### src/rtl/dvt_pkg.sv
`timescale 1ns / 1ps
`default_nettype none
// ----------------------------------------------------------------------------
// Distance vector table package
// Shared types, codes and constants for the routing table update block.
// ----------------------------------------------------------------------------
package dvt_pkg;

  localparam int DEFAULT_TABLE_DEPTH = 8;
  localparam int FIELD_W             = 16;
  localparam int INDEX_W             = 3;
  localparam logic [FIELD_W-1:0] COST_UNREACHABLE = 16'hFFFF;

  typedef enum logic [1:0] {
    OP_LOAD     = 2'd0,
    OP_SET_COST = 2'd1,
    OP_RELAX    = 2'd2,
    OP_READ     = 2'd3
  } op_t;

  typedef enum logic [2:0] {
    ST_IDLE,
    ST_DECODE,
    ST_RDWAIT,
    ST_SCAN_SET,
    ST_SCAN_SRC,
    ST_SCAN_CAND,
    ST_FINISH
  } state_t;

  // One table slot as stored in the table memory.
  typedef struct packed {
    logic [FIELD_W-1:0] id;
    logic [FIELD_W-1:0] port;
    logic [FIELD_W-1:0] cost;
    logic [FIELD_W-1:0] hop;
  } row_t;

  // One result transaction.
  typedef struct packed {
    logic [FIELD_W-1:0] id;
    logic [FIELD_W-1:0] hop;
    logic [FIELD_W-1:0] cost;
    logic               valid;
    logic               matched;
    logic               changed;
  } result_t;

  // Commands from the controller to the datapath.
  typedef struct packed {
    logic capture;
    logic load_write;
    logic read_issue;
    logic read_res;
    logic scan_start;
    logic scan_run;
    logic set_eval;
    logic src_eval;
    logic cand_eval;
    logic res_clear;
    logic out_load;
  } cmd_t;

  // Status from the datapath to the controller.
  typedef struct packed {
    op_t  op;
    logic idx_ok;
    logic idx_slot_valid;
    logic match_id;
    logic match_src;
    logic cand;
    logic last;
    logic first_seen;
    logic out_free;
  } status_t;

endpackage
`default_nettype wire

### src/rtl/dvt_ctrl.sv
`timescale 1ns / 1ps
`default_nettype none
// ----------------------------------------------------------------------------
// Distance vector table controller
// Sequences decode, table reads, the slot scans and the hand-off of a result.
// ----------------------------------------------------------------------------
module dvt_ctrl (
  input  wire logic             clk,
  input  wire logic             rst,
  input  wire logic             in_valid,
  output logic                  in_stall,
  input  wire dvt_pkg::status_t st,
  output dvt_pkg::cmd_t         cmd
);

  dvt_pkg::state_t state;
  dvt_pkg::state_t state_next;

  always_ff @(posedge clk) begin
    if (rst) begin
      state <= dvt_pkg::ST_IDLE;
    end else begin
      state <= state_next;
    end
  end

  always_comb begin
    state_next = state;
    case (state)
      dvt_pkg::ST_IDLE: begin
        if (in_valid) begin
          state_next = dvt_pkg::ST_DECODE;
        end
      end
      dvt_pkg::ST_DECODE: begin
        case (st.op)
          dvt_pkg::OP_SET_COST: state_next = dvt_pkg::ST_SCAN_SET;
          dvt_pkg::OP_RELAX:    state_next = dvt_pkg::ST_SCAN_SRC;
          dvt_pkg::OP_READ: begin
            if (st.idx_ok && st.idx_slot_valid) begin
              state_next = dvt_pkg::ST_RDWAIT;
            end else begin
              state_next = dvt_pkg::ST_FINISH;
            end
          end
          default: state_next = dvt_pkg::ST_FINISH;
        endcase
      end
      dvt_pkg::ST_RDWAIT: state_next = dvt_pkg::ST_FINISH;
      dvt_pkg::ST_SCAN_SET: begin
        if (st.match_id || st.last) begin
          state_next = dvt_pkg::ST_FINISH;
        end
      end
      dvt_pkg::ST_SCAN_SRC: begin
        if (st.match_src) begin
          state_next = dvt_pkg::ST_SCAN_CAND;
        end else if (st.last) begin
          state_next = dvt_pkg::ST_FINISH;
        end
      end
      dvt_pkg::ST_SCAN_CAND: begin
        if (st.last) begin
          state_next = dvt_pkg::ST_FINISH;
        end
      end
      dvt_pkg::ST_FINISH: begin
        if (st.out_free) begin
          state_next = dvt_pkg::ST_IDLE;
        end
      end
      default: state_next = dvt_pkg::ST_IDLE;
    endcase
  end

  always_comb begin
    cmd      = '0;
    in_stall = 1'b1;
    case (state)
      dvt_pkg::ST_IDLE: begin
        in_stall    = 1'b0;
        cmd.capture = in_valid;
      end
      dvt_pkg::ST_DECODE: begin
        case (st.op)
          dvt_pkg::OP_LOAD: begin
            if (st.idx_ok) begin
              cmd.load_write = 1'b1;
            end else begin
              cmd.res_clear = 1'b1;
            end
          end
          dvt_pkg::OP_READ: begin
            if (st.idx_ok && st.idx_slot_valid) begin
              cmd.read_issue = 1'b1;
            end else begin
              cmd.res_clear = 1'b1;
            end
          end
          default: cmd.scan_start = 1'b1;
        endcase
      end
      dvt_pkg::ST_RDWAIT: cmd.read_res = 1'b1;
      dvt_pkg::ST_SCAN_SET: begin
        cmd.scan_run  = 1'b1;
        cmd.set_eval  = 1'b1;
        cmd.res_clear = st.last && !st.match_id;
      end
      dvt_pkg::ST_SCAN_SRC: begin
        cmd.scan_run   = 1'b1;
        cmd.src_eval   = 1'b1;
        cmd.scan_start = st.match_src;
        cmd.res_clear  = st.last && !st.match_src;
      end
      dvt_pkg::ST_SCAN_CAND: begin
        cmd.scan_run  = 1'b1;
        cmd.cand_eval = 1'b1;
        cmd.res_clear = st.last && !st.first_seen && !st.cand;
      end
      dvt_pkg::ST_FINISH: cmd.out_load = st.out_free;
      default: cmd = '0;
    endcase
  end

endmodule
`default_nettype wire

### src/rtl/dvt_datapath.sv
`timescale 1ns / 1ps
`default_nettype none
// ----------------------------------------------------------------------------
// Distance vector table datapath
// Table memory, valid bits, slot scan pipeline, relaxation adder and the
// result and output registers.
// ----------------------------------------------------------------------------
module dvt_datapath #(
  parameter int TABLE_DEPTH = dvt_pkg::DEFAULT_TABLE_DEPTH
) (
  input  wire logic                        clk,
  input  wire logic                        rst,
  input  wire logic                        cfg_we,
  input  wire logic [dvt_pkg::FIELD_W-1:0] cfg_wdata,
  input  wire logic [1:0]                  operation,
  input  wire logic [dvt_pkg::INDEX_W-1:0] entry_index,
  input  wire logic [dvt_pkg::FIELD_W-1:0] dest_id,
  input  wire logic [dvt_pkg::FIELD_W-1:0] dest_port,
  input  wire logic [dvt_pkg::FIELD_W-1:0] cost,
  input  wire logic [dvt_pkg::FIELD_W-1:0] source_port,
  input  wire logic                        out_stall,
  output logic                             out_valid,
  output logic [dvt_pkg::FIELD_W-1:0]      entry_dest_id,
  output logic [dvt_pkg::FIELD_W-1:0]      entry_next_hop,
  output logic [dvt_pkg::FIELD_W-1:0]      entry_cost,
  output logic                             entry_valid,
  output logic                             matched,
  output logic                             changed,
  input  wire dvt_pkg::cmd_t               cmd,
  output dvt_pkg::status_t                 st
);

  localparam int IDX_W = (TABLE_DEPTH > 1) ? $clog2(TABLE_DEPTH) : 1;
  localparam int CNT_W = IDX_W + 1;
  localparam int CMP_W = (CNT_W > dvt_pkg::INDEX_W) ? CNT_W : dvt_pkg::INDEX_W;
  localparam int FW    = dvt_pkg::FIELD_W;

  // Captured transaction and configuration.
  logic [FW-1:0]               self_id;
  dvt_pkg::op_t                cur_op;
  logic [dvt_pkg::INDEX_W-1:0] cur_index;
  logic [FW-1:0]               cur_dest_id;
  logic [FW-1:0]               cur_dest_port;
  logic [FW-1:0]               cur_cost;
  logic [FW-1:0]               cur_source_port;

  // Table storage.
  dvt_pkg::row_t             mem [TABLE_DEPTH];
  logic [TABLE_DEPTH-1:0]    slot_valid;
  dvt_pkg::row_t             rd_row;

  // Scan pipeline and relaxation state.
  logic [CNT_W-1:0]          scan_cnt;
  logic                      eval_vld;
  logic [IDX_W-1:0]          eval_idx;
  logic                      first_seen;
  logic [FW-1:0]             src_base;
  logic [FW-1:0]             src_hop;

  dvt_pkg::result_t          res;
  dvt_pkg::result_t          out_res;

  logic [CMP_W-1:0]          idx_ext;
  logic [IDX_W-1:0]          idx_addr;
  logic                      idx_ok;
  logic                      scan_more;
  logic                      rd_en;
  logic [IDX_W-1:0]          rd_addr;
  logic                      wr_en;
  logic [IDX_W-1:0]          wr_addr;
  dvt_pkg::row_t             wr_row;
  logic                      load_wr;
  logic                      set_wr;
  logic                      relax_wr;
  logic [FW-1:0]             load_hop;
  logic [FW:0]               relax_sum;
  logic                      better;
  logic                      eval_slot_valid;
  logic                      match_id;
  logic                      match_src;
  logic                      cand;

  assign idx_ext   = CMP_W'(cur_index);
  assign idx_addr  = idx_ext[IDX_W-1:0];
  assign idx_ok    = idx_ext < CMP_W'(TABLE_DEPTH);
  assign scan_more = scan_cnt < CNT_W'(TABLE_DEPTH);

  assign load_hop = (cur_cost == dvt_pkg::COST_UNREACHABLE) ? dvt_pkg::COST_UNREACHABLE :
                    (cur_cost == '0) ? self_id : cur_dest_id;

  // Compared one bit wider so a large base plus cost never wraps.
  assign relax_sum = {1'b0, src_base} + {1'b0, cur_cost};
  assign better    = relax_sum < {1'b0, rd_row.cost};

  assign eval_slot_valid = eval_vld && slot_valid[eval_idx];
  assign match_id  = eval_slot_valid && (rd_row.id == cur_dest_id);
  assign match_src = eval_slot_valid && (rd_row.port == cur_source_port);
  assign cand      = eval_slot_valid && (rd_row.id != self_id) &&
                     (rd_row.port != cur_source_port) && (rd_row.port == cur_dest_port);

  assign load_wr  = cmd.load_write;
  assign set_wr   = cmd.set_eval && match_id;
  assign relax_wr = cmd.cand_eval && cand && better;

  always_comb begin
    wr_en   = load_wr || set_wr || relax_wr;
    wr_addr = load_wr ? idx_addr : eval_idx;
    wr_row  = rd_row;
    if (load_wr) begin
      wr_row.id   = cur_dest_id;
      wr_row.port = cur_dest_port;
      wr_row.cost = cur_cost;
      wr_row.hop  = load_hop;
    end else if (set_wr) begin
      wr_row.cost = cur_cost;
    end else begin
      wr_row.cost = relax_sum[FW-1:0];
      wr_row.hop  = src_hop;
    end
  end

  always_comb begin
    rd_en   = cmd.read_issue || (cmd.scan_run && scan_more);
    rd_addr = cmd.read_issue ? idx_addr : scan_cnt[IDX_W-1:0];
  end

  always_ff @(posedge clk) begin
    if (wr_en) begin
      mem[wr_addr] <= wr_row;
    end
    if (rd_en) begin
      rd_row <= mem[rd_addr];
    end
  end

  always_ff @(posedge clk) begin
    if (rst) begin
      self_id <= '0;
    end else if (cfg_we) begin
      self_id <= cfg_wdata;
    end
  end

  always_ff @(posedge clk) begin
    if (cmd.capture) begin
      cur_op          <= dvt_pkg::op_t'(operation);
      cur_index       <= entry_index;
      cur_dest_id     <= dest_id;
      cur_dest_port   <= dest_port;
      cur_cost        <= cost;
      cur_source_port <= source_port;
    end
  end

  always_ff @(posedge clk) begin
    if (rst) begin
      slot_valid <= '0;
    end else if (load_wr) begin
      slot_valid[idx_addr] <= 1'b1;
    end
  end

  // The scan issues one slot read per cycle and evaluates each slot in the next cycle.
  always_ff @(posedge clk) begin
    if (rst) begin
      scan_cnt   <= '0;
      eval_vld   <= 1'b0;
      eval_idx   <= '0;
      first_seen <= 1'b0;
    end else if (cmd.scan_start) begin
      scan_cnt   <= '0;
      eval_vld   <= 1'b0;
      first_seen <= 1'b0;
    end else if (cmd.scan_run) begin
      eval_vld <= scan_more;
      if (scan_more) begin
        scan_cnt <= scan_cnt + CNT_W'(1);
        eval_idx <= scan_cnt[IDX_W-1:0];
      end
      if (cmd.cand_eval && cand) begin
        first_seen <= 1'b1;
      end
    end
  end

  always_ff @(posedge clk) begin
    if (cmd.src_eval && match_src) begin
      src_base <= rd_row.cost;
      src_hop  <= rd_row.id;
    end
  end

  always_ff @(posedge clk) begin
    if (cmd.res_clear) begin
      res <= '0;
    end else if (load_wr) begin
      res <= '{id: cur_dest_id, hop: load_hop, cost: cur_cost,
               valid: 1'b1, matched: 1'b1, changed: 1'b1};
    end else if (cmd.read_res) begin
      res <= '{id: rd_row.id, hop: rd_row.hop, cost: rd_row.cost,
               valid: 1'b1, matched: 1'b1, changed: 1'b0};
    end else if (set_wr) begin
      res <= '{id: rd_row.id, hop: rd_row.hop, cost: cur_cost,
               valid: 1'b1, matched: 1'b1, changed: (rd_row.cost != cur_cost)};
    end else if (cmd.cand_eval && cand) begin
      if (!first_seen) begin
        res <= '{id: rd_row.id,
                 hop: better ? src_hop : rd_row.hop,
                 cost: better ? relax_sum[FW-1:0] : rd_row.cost,
                 valid: 1'b1, matched: 1'b1, changed: better};
      end else begin
        res.changed <= res.changed | better;
      end
    end
  end

  always_ff @(posedge clk) begin
    if (rst) begin
      out_valid <= 1'b0;
    end else if (cmd.out_load) begin
      out_valid <= 1'b1;
    end else if (!out_stall) begin
      out_valid <= 1'b0;
    end
  end

  always_ff @(posedge clk) begin
    if (cmd.out_load) begin
      out_res <= res;
    end
  end

  assign entry_dest_id  = out_res.id;
  assign entry_next_hop = out_res.hop;
  assign entry_cost     = out_res.cost;
  assign entry_valid    = out_res.valid;
  assign matched        = out_res.matched;
  assign changed        = out_res.changed;

  always_comb begin
    st.op             = cur_op;
    st.idx_ok         = idx_ok;
    st.idx_slot_valid = slot_valid[idx_addr];
    st.match_id       = match_id;
    st.match_src      = match_src;
    st.cand           = cand;
    st.last           = eval_vld && (eval_idx == IDX_W'(TABLE_DEPTH - 1));
    st.first_seen     = first_seen;
    st.out_free       = !out_valid || !out_stall;
  end

`ifndef ASSERT_OFF
  a_no_result_overwrite: assert property (@(posedge clk) disable iff (rst)
    cmd.out_load |-> !(out_valid && out_stall))
    else $error("result register loaded while a result is stalled");

  a_single_table_write: assert property (@(posedge clk) disable iff (rst)
    $onehot0({load_wr, set_wr, relax_wr}))
    else $error("more than one table write in a cycle");

  a_unmatched_is_zero: assert property (@(posedge clk) disable iff (rst)
    (out_valid && !matched) |-> (!entry_valid && !changed && entry_cost == '0 &&
                                 entry_dest_id == '0 && entry_next_hop == '0))
    else $error("unmatched result carries nonzero fields");

  a_scan_restart_clears: assert property (@(posedge clk) disable iff (rst)
    cmd.scan_start |=> !eval_vld && !first_seen)
    else $error("scan restart left stale evaluation state");
`endif

endmodule
`default_nettype wire

### src/rtl/distance_vector_table_update_top.sv
`timescale 1ns / 1ps
`default_nettype none
// ----------------------------------------------------------------------------
// Distance vector table update
// Routing table with load, set link cost, Bellman-Ford relax and read.
// ----------------------------------------------------------------------------
// Usage notes:
// Each input transaction (operation plus its fields) is accepted when in_valid
// is high and in_stall is low, and produces exactly one result transaction on
// the output channel, accepted when out_valid is high and out_stall is low.
// The self router id is written through cfg_we and cfg_wdata; the user must do
// so only while the block is idle, as the block itself does not enforce this.
// The table memory yields one slot per cycle to the scan; relax scans once for
// the source slot and, if it finds one, once more for the candidates.
// A finished result waits in an output register, so the next transaction is
// accepted while the previous result is still stalled; the block holds
// in_stall high only while it works on one transaction, or when a second
// result is ready and the first has not yet been taken.
// Synchronous reset clears all slot valid bits, the self router id, the
// output valid and the controller state; table contents are not cleared and
// are never reported for a slot that is not valid.
// ----------------------------------------------------------------------------
module distance_vector_table_update_top #(
  parameter int TABLE_DEPTH = dvt_pkg::DEFAULT_TABLE_DEPTH
) (
  input  wire logic                        clk,
  input  wire logic                        rst,
  input  wire logic                        cfg_we,
  input  wire logic [dvt_pkg::FIELD_W-1:0] cfg_wdata,
  input  wire logic                        in_valid,
  output logic                             in_stall,
  input  wire logic [1:0]                  operation,
  input  wire logic [dvt_pkg::INDEX_W-1:0] entry_index,
  input  wire logic [dvt_pkg::FIELD_W-1:0] dest_id,
  input  wire logic [dvt_pkg::FIELD_W-1:0] dest_port,
  input  wire logic [dvt_pkg::FIELD_W-1:0] cost,
  input  wire logic [dvt_pkg::FIELD_W-1:0] source_port,
  output logic                             out_valid,
  input  wire logic                        out_stall,
  output logic [dvt_pkg::FIELD_W-1:0]      entry_dest_id,
  output logic [dvt_pkg::FIELD_W-1:0]      entry_next_hop,
  output logic [dvt_pkg::FIELD_W-1:0]      entry_cost,
  output logic                             entry_valid,
  output logic                             matched,
  output logic                             changed
);

  // Commands flow from the controller to the datapath, status flows back.
  dvt_pkg::cmd_t    cmd;
  dvt_pkg::status_t st;

  dvt_ctrl u_ctrl (
    .clk      (clk),
    .rst      (rst),
    .in_valid (in_valid),
    .in_stall (in_stall),
    .st       (st),
    .cmd      (cmd)
  );

  dvt_datapath #(
    .TABLE_DEPTH (TABLE_DEPTH)
  ) u_datapath (
    .clk            (clk),
    .rst            (rst),
    .cfg_we         (cfg_we),
    .cfg_wdata      (cfg_wdata),
    .operation      (operation),
    .entry_index    (entry_index),
    .dest_id        (dest_id),
    .dest_port      (dest_port),
    .cost           (cost),
    .source_port    (source_port),
    .out_stall      (out_stall),
    .out_valid      (out_valid),
    .entry_dest_id  (entry_dest_id),
    .entry_next_hop (entry_next_hop),
    .entry_cost     (entry_cost),
    .entry_valid    (entry_valid),
    .matched        (matched),
    .changed        (changed),
    .cmd            (cmd),
    .st             (st)
  );

endmodule
`default_nettype wire
### config.mk
export PLATFORM = sky130hd
export DESIGN_NAME = distance_vector_table_update_top
export DESIGN_NICKNAME = d
export VERILOG_FILES = /design/src/rtl/dvt_pkg.sv /design/src/rtl/dvt_ctrl.sv /design/src/rtl/dvt_datapath.sv /design/src/rtl/distance_vector_table_update_top.sv
export SDC_FILE = /design/constraint.sdc
export NUM_CORES = 1
export LEC_CHECK = 0
export ABC_AREA = 0
export BUFFER_PORTS_ARGS = -buffer_cell sky130_fd_sc_hd__buf_2
export CAP_MARGIN = 25
export CELL_PAD_IN_SITES_DETAIL_PLACEMENT = 0
export CELL_PAD_IN_SITES_GLOBAL_PLACEMENT = 1
export CORE_ASPECT_RATIO = 1.25
export CORE_MARGIN = 1.5
export CORE_UTILIZATION = 52
export DETAILED_ROUTE_END_ITERATION = 16
export GPL_ROUTABILITY_DRIVEN = 0
export PLACE_DENSITY = 0.87
export SKIP_LAST_GASP = 1
export SYNTH_ARGS = -nofsm -noshare
export SYNTH_HDL_FRONTEND = slang
export SYNTH_SLANG_ARGS = --single-unit
### constraint.sdc
create_clock -name clk -period 9.05 [get_ports clk]
set_input_delay 0.905 -clock clk [delete_from_list [all_inputs] [get_ports clk]]
set_output_delay 0.905 -clock clk [all_outputs]
set_load 0.02 [all_outputs]
# Yosys cells after proc, flatten, opt, wreduce, memory -nomap -nowiden

Memory sizes are Yosys's and may differ from the RTL's. A register that Yosys moved wholly into a read port is not among the register bits.
Index checks and enable logic that the tools add are counted.

Flip-flop bits (word level): 240
Bits in writable memories: 512
Bits of input ports: 90
Output and inout bits: 53
Logic and storage cells: 156
Memories kept: 1

Memories:

| memory         | words | bits a word | read ports | clocked after memory_dff | write ports | RTL line           | source |
|---|---|---|---|---|---|---|---|
| u_datapath.mem | 8     | 64          | 1          | 1                        | 1           | dvt_datapath.sv:48 | `dvt_pkg::row_t mem [TABLE_DEPTH];` |

Add/subtract/negate cells: 2
Order comparisons: 6
Equal/unequal tests: 22
Multiplexer cells: 53
Bitwise logic cells: 3
Reduce and logical (&&, ||, !) cells: 41

Operator list:

| kind                                                  | number |
|---|---|
| two-way mux 51 bit                                    | 4 |
| two-way mux 16 bit                                    | 6 |
| two-way mux 32 bit                                    | 2 |
| two-way mux 50 bit                                    | 1 |
| equality test 16 bit                                  | 3 |
| inequality test 16 bit                                | 3 |
| two-way mux 3 bit                                     | 8 |
| two-way mux 1 bit                                     | 23 |
| case mux 3 bit (7 select lines)                       | 1 |
| logical AND 1 bit                                     | 18 |
| adder 16 x 16 -> 17 bit                               | 1 |
| < comparator 17 x 16 -> 1 bit                         | 1 |
| equality test 16 bit, second input constant           | 1 |
| logical NOT 16 bit                                    | 1 |
| equality test 3 bit, second input constant            | 4 |
| < comparator 3 x 4 -> 1 bit, second input constant    | 3 |
| case mux 3 bit (3 select lines)                       | 1 |
| bitwise OR 8 bit                                      | 1 |
| binary-select mux 1 bit (select 3 bit)                | 2 |
| equality test 3 x 2 -> 1 bit, second input constant   | 2 |
| logical NOT 1 bit                                     | 6 |
| inequality test 2 x 1 -> 1 bit, second input constant | 3 |
| AND reduction 2 bit                                   | 3 |
| AND reduction 3 bit                                   | 2 |
| other kinds (20)                                      | 27 |

# Depth between registers and ports, before layout

Depth after elaboration: 11
Gate-level depth with buffers: 17
Gate-level depth less buffers: 16

# Modules after synthesis

Synthesis repeated with hierarchy kept, for this count alone.

Cells, all modules: 1932
Area total of the unflattened synthesis: 33339.5 µm²

By module, submodules not included:

| module       | instances | cells each | area an instance (µm²) | sequential area each (µm²) |
|---|---|---|---|---|
| dvt_datapath | 1         | 1861       | 32857.8                | 23512.6 |
| dvt_ctrl     | 1         | 71         | 481.7                  | 60.1 |

# Worst setup path after synthesis

OpenSTA, ideal clock, no wires.

Path kind: register to register
Start: reg u_datapath.cur_cost[4]
End: mem u_datapath.mem[0][0] (netlist name), enable pin
Setup time: 486 ps
Data arrival time: 6480 ps
Setup slack: 2084 ps
Cell stages (with the launch flop): 15
Period minus slack after synthesis: 6966 ps
Cell sequence: edfxtp_1 ha_1 a2111oi_2 o31ai_1 a2111oi_0 nor2_1 xnor2_1 inv_1 ha_1 a21o_1 a21oi_1 a21bo_2 o41ai_1 a21oi_1 nor2_1

Longest elaborated chain between the ends: 6

Ends and longest elaborated chain:

| item                                    | RTL line            | source |
|---|---|---|
| from (decl)                             | dvt_datapath.sv:44  | `logic [FW-1:0] cur_cost;` |
| from (signal assigned)                  | dvt_datapath.sv:150 | `cur_cost <= cost;` |
| adder 16 x 16 -> 17 bit                 | dvt_datapath.sv:92  | `assign relax_sum = {1'b0, src_base} + {1'b0, cur_cost};` |
| < comparator 17 x 16 -> 1 bit           | dvt_datapath.sv:93  | `assign better = relax_sum < {1'b0, rd_row.cost};` |
| logical AND 1 bit                       | dvt_datapath.sv:103 | `assign relax_wr = cmd.cand_eval && cand && better;` |
| logical OR 1 bit                        | dvt_datapath.sv:106 | `wr_en = load_wr \|\| set_wr \|\| relax_wr;` |
| two-way mux 1 bit                       | dvt_datapath.sv:128 | `if (wr_en) begin` |
| two-way mux 1 bit (not written as such) | dvt_datapath.sv:129 | `mem[wr_addr] <= wr_row;` |
| to (decl)                               | dvt_datapath.sv:48  |  |

No other way between the ends.

# Worst setup path in the final report

Start: reg u_datapath.cur_cost[4]
End: mem u_datapath.mem[6][23] (netlist name), enable pin

Same word-level chain as after synthesis.

==> results.txt <==
critical path type: flip-flop to flip-flop
Area Growth Syn to Fin: 12.7%
HP Class: flip-flop to flip-flop
post-synthesis cell type count: 73
die area: 0.0655 sq mm
reg2reg end: u_datapath.mem[6][23]$_DFFE_PP_
latest clock arrival within the worst-skew pair: 0.64 ns
DR vias: 19200
combinational power share: 24.8%
Critical Path RT: 9.30 ns
status: finished, final reports clean
fin cells: 3164
DP Cell Count: 3024
Longest Clk Path Bufs: 3
Iteration-0 DRC Markers: 2199
Slew HR: 29.3%
Port Buffer Count: 142
CP Capture Type: flip-flop
hold wc startpoint: u_datapath.res[50]$_SDFFE_PP0P_
critical path launch point type: flip-flop
routed len/inst: 25.3 microns
first-pass GRT wire length: 120000 microns
worst vdd ir: 0.182 mV
postcts setup bufs: 0
Setup Slack @ Placement: 2.29 ns
DRC viols: 0
drt via density: 6.08
hold slack: 0.433 ns
worst clock skew: 0.0252 ns
EDFF count, synth: 727
Initial Utilization: 52.7%
Die Y-Extent: 286 microns
Worst-Margin Slew: 1.06 ns
Mapped Area: 0.0333 sq mm
Core ar.: 0.0631 sq mm
all-layer global routing usage: 24.5%
initial antenna violation count: 0
syn_nets: 2235
cell count after synthesis: 2108
Final ANT Viol Nets: 0
CTS Hold Bufs: 0
largest net degree at the start of global routing: 103
clock share of power: 27.7%
final WL: 80000 microns
worst-case reg-to-reg path depth: 15
Final period util: 76.4%
Resized Gates After CTS: 0
die extent in x: 229 microns
Internal: 7690 uW
syn avg cell area: 15.8 sq um
largest area contributor in the netlist: edfxtp_1
CTS tree: yes
setup TNS: 0 ns
switching fraction of total power: 31.7%
Antenna Diode Count: 0
Nets: 2394
GRT overflow: 0
H-tree depth: 3
DRT Pass-1 Iters: 7
CTS Sinks: 814
CTS Buf Count: 77
ys flop type: edfxtp_1
final HPWL from detailed placement: 49700 microns
Seq/Total Area, Yosys: 70.9%
hold depth: 0
RSZ-0062 raised after global routing: no
Ys Warns: 0
leakage: 0.0133 uW
switching pwr: 3560 uW
Yosys reg bits: 814
vias in the first global route: 19500
clock tree root driver cell: clkbuf_16
fmax: 145 MHz
post-synth top area share: 65.7%
Pwr Total: 11300 uW
Sequential Power Share: 47.5%
crit path time final: 6.92 ns
Ports: 143
Worst Hold Endpoint: u_datapath.entry_dest_id[15]$_DFFE_PP_
max-cap violation count: 0
Worst Path Arrival: 7.17 ns
crit path max fanout: 46
proportion of layout cells with a drive suffix above 1: 20.0%
final setup fails: 0
Worst Slack Setup Final: 2.13 ns
Final Hold Vio Count: 0
post-synthesis async set-or-reset flop share: 0%
reg2reg start: u_datapath.cur_cost[4]$_DFFE_PP_
reg-to-reg slack, setup: 2.13 ns
top cells by area, synth: edfxtp_1, mux4_2, dfxtp_1
clock slew at reported path FFs: 0.07 ns
row count: 103
Pwr per Cell Area: 300 mW/mm^2
fin. max-slew vios: 0
==> worst max-delay path by stage <==
stage / start / cells past startpoint / slack [ns] / end
finish: u_datapath.cur_cost[4]$_DFFE_PP_ / 15 / 2.13 / u_datapath.mem[6][23]$_DFFE_PP_
CTS: u_datapath.cur_cost[4]$_DFFE_PP_ / 15 / 2.28 / u_datapath.mem[6][4]$_DFFE_PP_
global placement: u_datapath.cur_cost[4]$_DFFE_PP_ / 15 / 2.41 / u_datapath.mem[6][17]$_DFFE_PP_
detailed placement: u_datapath.cur_cost[4]$_DFFE_PP_ / 15 / 2.29 / u_datapath.mem[6][17]$_DFFE_PP_
floorplan: u_datapath.cur_cost[4]$_DFFE_PP_ / 14 / 2.08 / u_datapath.mem[0][0]$_DFFE_PP_
global route: u_datapath.cur_cost[4]$_DFFE_PP_ / 15 / 1.69 / u_datapath.mem[6][25]$_DFFE_PP_
==> cells in the mapped netlist, drive strengths merged (5+ instances only) <==
cell	instances
a21oi	40
mux4	130
nand2b	5
mux2i	60
nor2b	5
nand2	408
xnor2	23
dfxtp	87
xor2	71
a211oi	33
nor2	100
nand3	10
o22ai	13
clkbuf	49
a2111oi	14
buf	51
a32oi	16
o211ai	18
inv	32
o21ai	22
edfxtp	727
or3	6
nor3	26
ha	36
and2	15
nor4	31
nand4	15
==> cells by family (layout without fill, tap and decap cells) <==
kind of cell / Yosys count / in the layout / synth area share (%)
buffers and inverters: 132 / 348 / 1.81
and+or+nand+nor: 637 / 637 / 8.26
AOI/OAI and AO/OA: 202 / 202 / 4.47
DFF: 814 / 814 / 70.9
muxes: 192 / 192 / 10.7
xor gates and xnor gates: 94 / 94 / 2.48
adders and majority gates: 37 / 37 / 1.41
==> layout make-up <==
cell class	instances	area (sq um)
sequential	814	23600
clock buffer	94	2060
clock inverter	42	355
multi-input combinational	1162	9230
inverter	32	120
timing repair buffer	180	1080
fill	4620	25700
tap	840	1050
==> through the flow <==
| step | area, sq um | utilization (%) |
|---|---|---|
| 2_1_floorplan | 33300 | - |
| 3_3_place_gp | 34900 | 55.3 |
| 3_5_place_dp | 35000 | 55.4 |
| 4_1_cts | 37400 | 59.2 |
| 5_1_grt | 37500 | 59.4 |
| 6_report | 37500 | 59.4 |
==> worst max-delay path: stages (launching register included) <==
cell and delay [ns]:
edfxtp_1 0.50, ha_1 0.38, a2111oi_2 0.45, o31ai_1 0.24
a2111oi_0 0.87, nor2_1 0.15, xnor2_1 0.27, inv_1 0.08
ha_1 0.18, a21o_1 0.18, a21oi_1 0.24, a21bo_2 0.33
o41ai_1 0.73, a21oi_1 0.45, nor2_4 0.70, buf_4 0.73
==> metal layers <==
| layer | GRT usage (%) | share of wire, % | routed length, microns | up-vias |
|---|---|---|---|---|
| li1 | - | - | - | 8384 |
| met3 | 4.56 | 7.6 | 6080 | 163 |
| met2 | 41.2 | 50 | 40200 | 909 |
| met4 | 9.90 | 3.6 | 2850 | 0 |
| met5 | 0 | 0 | 0 | - |
| met1 | 31.5 | 39 | 30900 | 9769 |
==> flip-flops by register name (all words and copies together) (netlist names), 2 cells and up <==
signal / cells
u_datapath.eval_idx: 3
u_datapath.cur_index: 3
u_datapath.entry_cost: 16
u_datapath.cur_op: 2
u_datapath.src_base: 16
u_datapath.entry_dest_id: 16
u_datapath.rd_row: 64
u_datapath.slot_valid: 8
u_datapath.mem: 512
u_datapath.res: 50
u_datapath.self_id: 16
u_datapath.src_hop: 16
u_datapath.entry_next_hop: 16
u_datapath.cur_dest_port: 16
u_ctrl.state: 3
u_datapath.cur_source_port: 16
u_datapath.cur_cost: 16
u_datapath.scan_cnt: 4
u_datapath.cur_dest_id: 16
==> power groups by stage <==
stage	sequential, uW	combinational [uW]	clock [uW]
6_report	5350	2790	3120
5_1_grt	5380	3020	3300
4_1_cts	5350	2740	3160
3_5_place_dp	5420	2720	0
3_3_place_gp	5400	2620	0
2_1_floorplan	5250	1950	0
==> placed cells by master (no fill, tap or decap), drive strengths merged, types with 15 or more instances in the layout <==
master / n
xor2: 71
xnor2: 23
o211ai: 18
inv: 37
and2: 15
a21oi: 40
dfxtp: 87
o21ai: 22
nand2: 408
mux2i: 60
a32oi: 16
nand4: 15
nor4: 31
mux4: 130
a211oi: 33
edfxtp: 727
clkbuf: 96
nor2: 100
buf: 178
nor3: 26
clkinv: 30
ha: 36
Power figures use the tool's default switching activity.
